--- src/hw/rtl/hbsf_pkg.sv ---
`default_nettype none
// ----------------------------------------------------------------------------
// hbsf_pkg
// Shared types and constants for the HDLC bit stuffing framer / deframer.
// ----------------------------------------------------------------------------
package hbsf_pkg;

	// framing constants
	localparam int          FLAG_BITS    = 8;
	localparam int          RUN_LIMIT    = 5;
	localparam int          MAX_RESULTS  = 18;
	localparam int          CNT_W        = $clog2(MAX_RESULTS + 1);
	localparam logic [7:0]  FLAG_PATTERN = 8'h7E;

	// direction register codes
	localparam logic DIR_FRAME   = 1'b0;
	localparam logic DIR_DEFRAME = 1'b1;

	// one input item
	typedef struct packed {
		logic in_bit;
		logic frame_last;
	} item_t;

	// one result item
	typedef struct packed {
		logic out_bit;
		logic has_bit;
		logic frame_end;
	} result_t;

	// what one accepted item has to emit, handed to the emitter
	typedef struct packed {
		logic             direct;  // single result given as is (deframer)
		logic             data;    // payload bit, or the direct result bit
		logic             has;     // direct result has_bit
		logic             fend;    // direct result frame_end
		logic             open;    // opening flag goes first
		logic             stuff;   // stuffed zero after the data bit
		logic             close;   // closing flag goes last
		logic [CNT_W-1:0] count;   // number of results, at least one
	} plan_t;

	// flag bit at a given position, most significant bit sent first
	function automatic logic flag_bit(input logic [2:0] pos);
		logic [2:0] sel;
		sel = 3'(FLAG_BITS - 1) - pos;
		return FLAG_PATTERN[sel];
	endfunction

endpackage
`default_nettype wire

--- src/hw/rtl/hbsf_emit.sv ---
`default_nettype none
// ----------------------------------------------------------------------------
// hbsf_emit
// Holds one request's plan; sends its results one per cycle while not stalled
// through a result register; takes the next plan as the last result leaves.
// ----------------------------------------------------------------------------
module hbsf_emit import hbsf_pkg::*; (
	input  wire logic    clk,
	input  wire logic    arst_n,
	input  wire logic    load,
	input  wire plan_t   plan,
	output logic         take_ok,
	output logic         result_valid,
	input  wire logic    result_ready,
	output result_t      result
);

	logic             valid_s1;
	plan_t            plan_s1;
	logic [CNT_W-1:0] idx_s1;
	logic             out_valid_q;
	result_t          result_q;

	logic             out_load;
	logic             fire;
	logic             done;
	result_t          cur;
	logic [CNT_W-1:0] pos;
	logic [CNT_W-1:0] fpos;

	// handshake between plan stage and result register
	assign out_load = !out_valid_q || result_ready;
	assign fire     = valid_s1 && out_load;
	assign done     = fire && (idx_s1 == plan_s1.count - CNT_W'(1));
	assign take_ok  = !valid_s1 || done;

	// result at the current position of the plan
	always_comb begin
		cur  = '0;
		pos  = idx_s1;
		fpos = '0;
		if (plan_s1.direct) begin
			cur.out_bit   = plan_s1.data;
			cur.has_bit   = plan_s1.has;
			cur.frame_end = plan_s1.fend;
		end else begin
			cur.has_bit = 1'b1;
			if (plan_s1.open && idx_s1 < CNT_W'(FLAG_BITS)) begin
				cur.out_bit = flag_bit(idx_s1[2:0]);
			end else begin
				if (plan_s1.open) begin
					pos = idx_s1 - CNT_W'(FLAG_BITS);
				end
				if (pos == '0) begin
					cur.out_bit = plan_s1.data;
				end else if (plan_s1.stuff && pos == CNT_W'(1)) begin
					cur.out_bit = 1'b0;
				end else begin
					// closing flag position
					fpos          = pos - CNT_W'(1) - CNT_W'(plan_s1.stuff);
					cur.out_bit   = flag_bit(fpos[2:0]);
					cur.frame_end = (fpos[2:0] == 3'(FLAG_BITS - 1));
				end
			end
		end
	end

	// plan stage and result register control
	always_ff @(posedge clk or negedge arst_n) begin
		if (!arst_n) begin
			valid_s1    <= 1'b0;
			idx_s1      <= '0;
			out_valid_q <= 1'b0;
		end else begin
			if (load) begin
				valid_s1 <= 1'b1;
				idx_s1   <= '0;
			end else if (done) begin
				valid_s1 <= 1'b0;
			end else if (fire) begin
				idx_s1 <= idx_s1 + CNT_W'(1);
			end
			if (out_load) begin
				out_valid_q <= fire;
			end
		end
	end

	// payload registers
	always_ff @(posedge clk) begin
		if (load) begin
			plan_s1 <= plan;
		end
		if (fire) begin
			result_q <= cur;
		end
	end

	assign result_valid = out_valid_q;
	assign result       = result_q;

	// checks
	a_idx_in_range: assert property (@(posedge clk) disable iff (!arst_n)
		valid_s1 |-> idx_s1 < plan_s1.count)
		else $error("plan position beyond result count");

	a_count_nonzero: assert property (@(posedge clk) disable iff (!arst_n)
		valid_s1 |-> plan_s1.count != '0 && plan_s1.count <= CNT_W'(MAX_RESULTS))
		else $error("plan with bad result count");

	a_load_when_free: assert property (@(posedge clk) disable iff (!arst_n)
		load |-> take_ok)
		else $error("plan loaded over a plan still sending");

endmodule
`default_nettype wire

--- src/hw/rtl/hdlc_bit_stuff_framer.sv ---
`default_nettype none
// The first result of a request passes the plan register, then the result register, to the output.
// Throughput: one request per cycle while each gives at most one result and the
// result side is not stalled; a framing request that opens or closes a frame
// or stuffs a zero holds the input until its last result (up to 18) is sent.
// Reset: direction is framing, no frame open, counters and delay line clear.
// ----------------------------------------------------------------------------
// hdlc_bit_stuff_framer
// Bit-serial HDLC framer (flags, zero insertion) and deframer (flag removal
// through an eight-bit delay line, zero deletion), chosen by direction.
// ----------------------------------------------------------------------------
module hdlc_bit_stuff_framer import hbsf_pkg::*; (
	input  wire logic    clk,
	input  wire logic    arst_n,
	input  wire logic    item_valid,
	output logic         item_ready,
	input  wire item_t   item,
	output logic         result_valid,
	input  wire logic    result_ready,
	output result_t      result,
	input  wire logic    cfg_we,
	input  wire logic    cfg_wdata
);

	logic       dir_q;
	logic [2:0] ones_q;
	logic       in_frame_q;
	logic [4:0] bits_seen_q;
	logic [7:0] delay_q;

	logic       ones_nxt_en;
	logic [2:0] ones_nxt;
	logic       in_frame_nxt;
	logic [4:0] bits_seen_nxt;
	logic [7:0] delay_nxt;

	logic       accept;
	logic       take_ok;
	plan_t      plan;
	logic       plan_valid;
	logic [2:0] ones_base;
	logic [2:0] ones_inc;
	logic       popped;
	logic       have;

	assign item_ready = take_ok;
	assign accept     = item_valid && item_ready;

	// per-request state update and result plan
	always_comb begin
		ones_nxt      = ones_q;
		in_frame_nxt  = 1'b1;
		bits_seen_nxt = bits_seen_q;
		delay_nxt     = delay_q;
		plan          = '0;
		plan_valid    = 1'b0;
		ones_nxt_en   = 1'b0;
		ones_base     = '0;
		ones_inc      = '0;
		popped        = 1'b0;
		have          = 1'b0;
		if (dir_q == DIR_FRAME) begin
			// framer: flags around the frame, zero after five ones
			ones_base   = in_frame_q ? ones_q : 3'd0;
			ones_inc    = item.in_bit ? ones_base + 3'd1 : 3'd0;
			plan.open   = !in_frame_q;
			plan.stuff  = (ones_inc >= 3'(RUN_LIMIT));
			plan.close  = item.frame_last;
			plan.data   = item.in_bit;
			plan.count  = CNT_W'(1) + CNT_W'(plan.stuff)
			            + (plan.open  ? CNT_W'(FLAG_BITS) : '0)
			            + (plan.close ? CNT_W'(FLAG_BITS) : '0);
			plan_valid  = 1'b1;
			ones_nxt    = plan.stuff ? 3'd0 : ones_inc;
		end else begin
			// deframer: drop header, delay line holds back the closing flag
			if (bits_seen_q < 5'(FLAG_BITS)) begin
				bits_seen_nxt = bits_seen_q + 5'd1;
			end else if (bits_seen_q < 5'(2 * FLAG_BITS)) begin
				delay_nxt     = {delay_q[6:0], item.in_bit};
				bits_seen_nxt = bits_seen_q + 5'd1;
			end else begin
				popped    = delay_q[7];
				delay_nxt = {delay_q[6:0], item.in_bit};
				if (ones_q >= 3'(RUN_LIMIT)) begin
					ones_nxt = 3'd0;
				end else begin
					ones_nxt = popped ? ones_q + 3'd1 : 3'd0;
					have     = 1'b1;
				end
			end
			plan.direct = 1'b1;
			plan.data   = have && popped;
			plan.has    = have;
			plan.fend   = item.frame_last;
			plan.count  = CNT_W'(1);
			plan_valid  = have || item.frame_last;
		end
		// end of frame clears the framing state
		if (item.frame_last) begin
			ones_nxt      = 3'd0;
			in_frame_nxt  = 1'b0;
			bits_seen_nxt = '0;
			delay_nxt     = '0;
		end
		ones_nxt_en = 1'b1;
	end

	// direction register and framing state
	always_ff @(posedge clk or negedge arst_n) begin
		if (!arst_n) begin
			dir_q       <= DIR_FRAME;
			ones_q      <= '0;
			in_frame_q  <= 1'b0;
			bits_seen_q <= '0;
			delay_q     <= '0;
		end else if (cfg_we) begin
			dir_q       <= cfg_wdata;
			ones_q      <= '0;
			in_frame_q  <= 1'b0;
			bits_seen_q <= '0;
			delay_q     <= '0;
		end else if (accept && ones_nxt_en) begin
			ones_q      <= ones_nxt;
			in_frame_q  <= in_frame_nxt;
			bits_seen_q <= bits_seen_nxt;
			delay_q     <= delay_nxt;
		end
	end

	// result sequencing
	hbsf_emit u_emit (
		.clk          (clk),
		.arst_n       (arst_n),
		.load         (accept && plan_valid),
		.plan         (plan),
		.take_ok      (take_ok),
		.result_valid (result_valid),
		.result_ready (result_ready),
		.result       (result)
	);

	// checks
	a_frame_run_short: assert property (@(posedge clk) disable iff (!arst_n)
		dir_q == DIR_FRAME |-> ones_q < 3'(RUN_LIMIT))
		else $error("framer ones run not cleared after stuffing");

	a_deframe_run_bound: assert property (@(posedge clk) disable iff (!arst_n)
		ones_q <= 3'(RUN_LIMIT))
		else $error("ones run beyond limit");

	a_bits_seen_sat: assert property (@(posedge clk) disable iff (!arst_n)
		bits_seen_q <= 5'(2 * FLAG_BITS))
		else $error("deframer bit count past saturation");

	a_frame_no_delay: assert property (@(posedge clk) disable iff (!arst_n)
		dir_q == DIR_FRAME |-> bits_seen_q == '0 && delay_q == '0)
		else $error("deframer state active while framing");

endmodule
`default_nettype wire

--- config.mk ---
export PLATFORM = sky130hd
export DESIGN_NAME = hdlc_bit_stuff_framer
export DESIGN_NICKNAME = d
export VERILOG_FILES = /design/src/hw/rtl/hbsf_pkg.sv /design/src/hw/rtl/hbsf_emit.sv /design/src/hw/rtl/hdlc_bit_stuff_framer.sv
export SDC_FILE = /design/constraint.sdc
export NUM_CORES = 1
export LEC_CHECK = 0
export ABC_AREA = 1
export BUFFER_PORTS_ARGS = -buffer_cell sky130_fd_sc_hd__buf_2
export CORE_UTILIZATION = 25
export DETAILED_ROUTE_END_ITERATION = 10
export MAX_ROUTING_LAYER = met4
export SLEW_MARGIN = 5
export SYNTH_ARGS = -nofsm -noshare
export SYNTH_HDL_FRONTEND = slang
export SYNTH_SLANG_ARGS = --single-unit
--- constraint.sdc ---
create_clock -name clk -period 1.9 [get_ports clk]
set_input_delay 0.19 -clock clk [delete_from_list [all_inputs] [get_ports clk]]
set_output_delay 0.19 -clock clk [all_outputs]
set_load 0.01 [all_outputs]
# Word level (Yosys, flattened, before mapping)
# Memories as Yosys holds them, arrays and structs flattened.
# Cells that the tools add are included.
# word_totals
register_bits,39
mem_bits_ro,16
inputBits,8
out_inout_bits,5
elab_cells,124
mem_count,2
# classes
addsub,13
order_cmp,7
n_eq_ne,7
mux,54
n_reduce_logical,23
# mem_list
name,words,width,read_ports,rd_ports_with_merged_regs,write_ports,line_no,rtl
(no name shown),8,1,1,0,0,hbsf_pkg.sv:48,return FLAG_PATTERN[sel];
(no name shown),8,1,1,0,0,hbsf_pkg.sv:48,
# ops
cell,n
$mux 5,12
$mux 8,5
$mux 3,12
$mux 1,23
$add 5x1->5 const B,2
$lt 5x4->1 const B,2
$reduce_and 3->1,3
$lt 3x4->1 const B,2
$mux 4,2
$ne 4x4->1 const B,2
$logic_and 1x1->1,7
$add 3x1->3 const B,2
$ge 3x3->1 const B,2
$reduce_bool 2->1,3
$sub 3x3->3 const A,2
$add 2x4->5,1
$add 5x4->5,1
$eq 5x1->1 const B,1
$eq 5x5->1,1
$logic_not 5->1,1
$lt 5x5->1 const B,1
$sub 5x1->5 const B,1
$sub 5x4->5 const B,1
$reduce_bool 4->1,1
10 further kinds,14

# Depth between registers and ports, before layout
# logic_depth
word_depth,13
depth_mapped,15
mapped_depth_nobuf,15

# Modules after synthesis
# A second synthesis with hierarchy kept.
# unflattened
cells_unflattened,307
area_unflattened_um2,2406.1
# modules_own_cells
mod,instances,cells_each,area_each_um2,seq_area_each_um2
hbsf_emit,1,152,1266.2,595.6
hdlc_bit_stuff_framer,1,155,1139.8,450.4

# Worst setup path after synthesis
# OpenSTA, ideal clock, no wires.
# synth_timing
path_type,reg2reg
start,register u_emit.plan_s1[0] (netlist name)
end,"register u_emit.plan_s1[0] (netlist name), enable pin"
setup_ns,0.333
arrival_ns,1.726
required_ns,1.567
slack_ns,-0.159
path_stages_with_launch,12
path_buffers,0
synth_period_minus_slack_ns,2.059
path_cell_list,edfxtp_1 > inv_1 > ha_1 > ha_1 > inv_1 > nand2_1 > nand2_1 > nor2_2 > nand4_1 > nand2_2 > nand3_1 > inv_1
# synth_between
elab_chain_cells,6
# synth_lines
item,line_no,rtl
from (decl),hbsf_emit.sv:19,plan_t plan_s1;
from (signal assigned),hbsf_emit.sv:92,plan_s1 <= plan;
$sub 5x1->5,hbsf_emit.sv:34,assign done = fire && (idx_s1 == plan_s1.count - CNT_W'(1));
$eq 5x5->1,hbsf_emit.sv:34,
$logic_and 1x1->1,hbsf_emit.sv:34,
$logic_or 1x1->1,hbsf_emit.sv:35,assign take_ok = !valid_s1 || done;
net item_ready,hdlc_bit_stuff_framer.sv:16,"output logic item_ready,"
$logic_and 1x1->1,hdlc_bit_stuff_framer.sv:47,assign accept = item_valid && item_ready;
$logic_and 1x1->1,hdlc_bit_stuff_framer.sv:135,".load (accept && plan_valid),"
net u_emit.load,hbsf_emit.sv:10,"input wire logic load,"
# The timed path passes the listed nets, and every way through them passes these cells.
# A chain may end at the register's enable or synchronous reset.

# Worst setup path in the final report
# layout_timing
start,register u_emit.plan_s1[0] (netlist name)
end,output item_ready
# layout_between
elab_chain_cells,4
# layout_lines
item,line_no
$sub 5x1->5,hbsf_emit.sv:34
$eq 5x5->1,hbsf_emit.sv:34
$logic_and 1x1->1,hbsf_emit.sv:34
$logic_or 1x1->1,hbsf_emit.sv:35
to (decl),hdlc_bit_stuff_framer.sv:16
# Every way passes these cells.

==> impl_results.rst <==
.. list-table::
   :header-rows: 1

   * - Metric
     - Value
   * - Result of the run
     - finished, violations left
   * - Violated checks
     - setup timing
   * - Launch instance of the worst register-to-register path
     - u_emit.plan_s1[0]$_SDFFCE_PP1P_
   * - Worst Setup Slack, final
     - -85.1 ps
   * - Clock transition at the register clock pins on the worst setup and hold paths after CTS
     - 80 ps
   * - Initial Utilization
     - 25.8%
   * - Max VDD drop
     - 0.390 mV
   * - Placeable Area
     - 8680 um^2
   * - Worst-path cell with the longest stage delay
     - sky130_fd_sc_hd__edfxtp_1
   * - Nature of the critical path startpoint
     - flip-flop
   * - Highest-count cells in the layout ignoring fill and taps
     - sky130_fd_sc_hd__nand2_1, sky130_fd_sc_hd__inv_1, sky130_fd_sc_hd__dfrtp_1
   * - Yosys Warn Count
     - 0
   * - Chip Height
     - 96.6 um
   * - Initial antenna violation count
     - 0
   * - Post-synth top area share
     - 28.0%
   * - Origin of the worst setup path
     - u_emit.plan_s1[0]$_SDFFCE_PP1P_
   * - Pin count of the biggest net entering global routing
     - 26
   * - Number of enable flip-flop cells after synthesis
     - 12
   * - Final hold viol count
     - 0
   * - Highest signal layer in the routed design
     - met4
   * - Register bit total from synthesis
     - 37
   * - TritonCTS clock tree
     - built
   * - Final critical-path required period
     - between 1500 and 2000 ps
   * - Standard-cell row count
     - 34
   * - Setup crit end kind
     - primary output
   * - Number of diodes added for antenna fixing
     - 0
   * - Final setup skew
     - 8.04 ps
   * - Clock tree root buffer cell
     - sky130_fd_sc_hd__clkbuf_8
   * - Critical Path End
     - item_ready
   * - Leading cell types by total area after synthesis
     - sky130_fd_sc_hd__dfrtp_1, sky130_fd_sc_hd__nand2_1, sky130_fd_sc_hd__edfxtp_1
   * - Count of input and output buffers
     - 12
   * - Detailed-route wire length
     - 4820 um
   * - Overall fraction of global-route tracks in use
     - a little under an eighth
   * - Post-route DRC violation count
     - 0
   * - Hold path startpoint
     - cfg_wdata
   * - Buf/Inv on CP
     - 4
   * - Met3 routed WL
     - 168 um
   * - Detailed-route via count
     - 1916
   * - Slew at the pin closest to its max-slew limit
     - 573 ps
   * - Cell taking the most area after synthesis
     - sky130_fd_sc_hd__dfrtp_1
   * - Pwr dens
     - slightly above 1000 nW/um^2
   * - Synthesis-to-finish area growth
     - 24.3%
   * - Setup slack, reg-to-reg
     - -70 ps
   * - Total setup violations reported at the end of the flow
     - 29
   * - Most common cell after layout, fill and taps aside
     - sky130_fd_sc_hd__nand2_1
   * - Post-Syn Area per Cell
     - approximately 7.7 um^2
   * - Average vias per placed instance
     - between 4 and 5
   * - Htree depth
     - 2
   * - Number of antenna-violating nets in the routed design
     - 0
   * - Insertion delay of the later-clocked pin in the worst-skew pair
     - approximately 300 ps
   * - Synth unique cells
     - 25
   * - Met1 wire length
     - 2360 um
   * - Share of the cycle needed by the critical path after routing
     - 104%
   * - Wire length of the first global-routing pass
     - 7980 um
   * - Post-synthesis instance area
     - 2240 um^2
   * - Total global routing overflow
     - 0
   * - Type of the tightest min-delay check
     - primary input to flip-flop
   * - Post-route insts no fill
     - between 400 and 500
   * - Via count of the first global-routing pass
     - 1750
   * - Number of fillers in the final layout
     - slightly above 900
   * - Critical path arrival
     - 1800 ps
   * - Share of final-layout standard cells stronger than drive strength 1
     - between 20% and 30%
   * - Initial detailed-routing violation count
     - 64
   * - Dominant delay contributor by cell family on the critical path
     - adder cells
   * - Syn nets
     - 314
   * - Series of cell instances along the critical path
     - inv_2 > ha_4 > ha_4 > inv_2 > nand2_2 > nand2_2 > nor2_2 > nand4_1 > nand2_2 > buf_6 > buf_6
   * - Max Fanout on Critical Path
     - 2
   * - Worst hold slack
     - 119 ps
   * - Critical path depth in cells
     - 11
   * - Most repeated library cell on the critical path
     - sky130_fd_sc_hd__nand2_2
   * - Half-perimeter wire length after detailed placement
     - 3620 um
   * - Number of primary I/O pins
     - 13
   * - Sequential cell area fraction in the yosys report
     - 44.1%
   * - Worst stage delay on the critical path
     - between 300 and 400 ps
   * - Die span in x
     - 96.6 um
   * - Cells after DPL
     - 420
   * - Startpoint-to-endpoint class of the critical path
     - flip-flop to primary output
   * - Met2 WL post-DR
     - 2260 um
   * - Number of clock sinks seen by CTS
     - 37
   * - Leading register cell type out of synthesis
     - sky130_fd_sc_hd__dfrtp_1
   * - Achievable clock frequency
     - 504 MHz
   * - Required time at the endpoint of the critical path
     - 1710 ps
   * - Fraction of registers with async set or reset after synthesis
     - between 60% and 70%
   * - R2R Path End
     - u_emit.plan_s1[10]$_DFFE_PP_
   * - Total non-filler cell area in the finished layout
     - 2780 um^2
   * - Pleak
     - approximately 1.4 nW
   * - Routability cong.
     - 0.781
   * - Buffers from clock root to sink, at most
     - 2
   * - Number of slew-limit violations in the final report
     - 0
   * - Number of standard cells after synthesis
     - 292
   * - CTS Buf Count
     - 5
   * - Normalized max-slew margin
     - just over 60%
   * - MaxCap Viol Count
     - 0
   * - Die Area
     - between 9000 and 10000 um^2
   * - Fin nets
     - 347
   * - WL/cell
     - 11.1 um
   * - Placed Instance Area
     - 2500 um^2
   * - R2R depth
     - 12
   * - Unrepaired setup endpoints after global routing
     - yes
   * - Number of detailed-routing iterations run before antenna repair
     - 4
flip-flops by register name, indices dropped and copies added (netlist names):
| signal | cells |
|---|---|
| in_frame_q | 1 |
| bits_seen_q | 5 |
| u_emit.valid_s1 | 1 |
| u_emit.plan_s1 | 9 |
| u_emit.result | 3 |
| delay_q | 8 |
| u_emit.result_valid | 1 |
| ones_q | 3 |
| u_emit.idx_s1 | 5 |
| dir_q | 1 |
stage by stage:
| step | worst slack [ps] | TNS (ps) | util (%) | total power, W |
|---|---|---|---|---|
| floorplan | 8.44 | 0 | - | 0.00173 |
| global placement | 4.24 | 0 | 28.8 | 0.00200 |
| detailed placement | -60.1 | -715 | 28.8 | 0.00202 |
| CTS | -74.2 | -560 | 31.5 | 0.00281 |
| global route | -194 | -4780 | 32.0 | 0.00308 |
| finish | -85.1 | -1090 | 32.0 | 0.00286 |
cells in the mapped netlist (2+ instances only):
master / number
sky130_fd_sc_hd__o21ai_0: 9
sky130_fd_sc_hd__dfrtp_1: 25
sky130_fd_sc_hd__nand4_1: 5
sky130_fd_sc_hd__inv_1: 46
sky130_fd_sc_hd__a21oi_1: 6
sky130_fd_sc_hd__xnor2_1: 3
sky130_fd_sc_hd__nor3_1: 4
sky130_fd_sc_hd__o21bai_1: 2
sky130_fd_sc_hd__nand3_1: 19
sky130_fd_sc_hd__nand2_1: 101
sky130_fd_sc_hd__nand3b_1: 10
sky130_fd_sc_hd__inv_2: 2
sky130_fd_sc_hd__edfxtp_1: 12
sky130_fd_sc_hd__nor4_1: 2
sky130_fd_sc_hd__ha_1: 14
sky130_fd_sc_hd__nor2_1: 20
sky130_fd_sc_hd__nor2_2: 2
sky130_fd_sc_hd__nand2_2: 3
cell type report:
class / count / area [um^2] / area share, %
multi-input combinational: 205 / 1150 / 41.5
sequential: 37 / 986 / 35.5
timing repair buffer: 27 / 200 / 7.20
inverter: 48 / 183 / 6.57
tap: 108 / 135 / 4.86
clock buffer: 5 / 68.8 / 2.48
clock inverter: 3 / 45.0 / 1.62
timing repair inverter: 1 / 7.51 / 0.270
what timing repair did:
action                     CTS  global route
pin swaps                    5            16
hold endpoints to repair    25             0
gates resized for setup     18            12
setup buffers                3             1
setup endpoints to repair   29            34
cloned                       1             0
hold buffers                 1             0
cell families after synthesis:
kind of cell	Yosys count	synth area share (%)
compound gates	20	5.15
buf+inv	50	8.79
simple gates	168	33.0
xor+xnor	3	1.18
fa+ha+maj	14	7.83
flops	37	44.1
worst register-to-register path: cells and delay by family, from the launching register on:
kind | cells | cell delay (ps)
adder cells (fa/ha/maj) | 2 | 440
buffers and inverters | 4 | 370
flip-flops | 1 | 370
AND/OR/NAND/NOR | 6 | 490
worst min-delay path by stage:
stage          depth (start not counted)                         endpoint
2_1_floorplan                          0       bits_seen_q[0]$_DFFE_PN0P_
4_1_cts                                3                dir_q$_DFFE_PN0P_
6_report                               3                dir_q$_DFFE_PN0P_
3_5_place_dp                           1           delay_q[5]$_DFFE_PN0P_
3_3_place_gp                           1           delay_q[4]$_DFFE_PN0P_
5_1_grt                                4  u_emit.result_valid$_DFFE_PN0N_
power by group:
| part | internal [W] | leakage [nW] | total (W) | switching [W] |
|---|---|---|---|---|
| sequential | 0.000966 | 0.440 | 0.00109 | 0.000122 |
| combinational | 0.000431 | 0.879 | 0.00106 | 0.000630 |
| clock | 0.000394 | 0.0587 | 0.000710 | 0.000316 |
| total | 0.00179 | 1.38 | 0.00286 | 0.00107 |
metal layers:
metal | GRT usage, % | vias to the layer above
li1 | - | 993
met1 | 14.8 | 897
met2 | 18.4 | 21
met3 | 3.52 | 5
met4 | 2.21 | 0
met5 | - | -
Power figures use the tool's default switching activity.
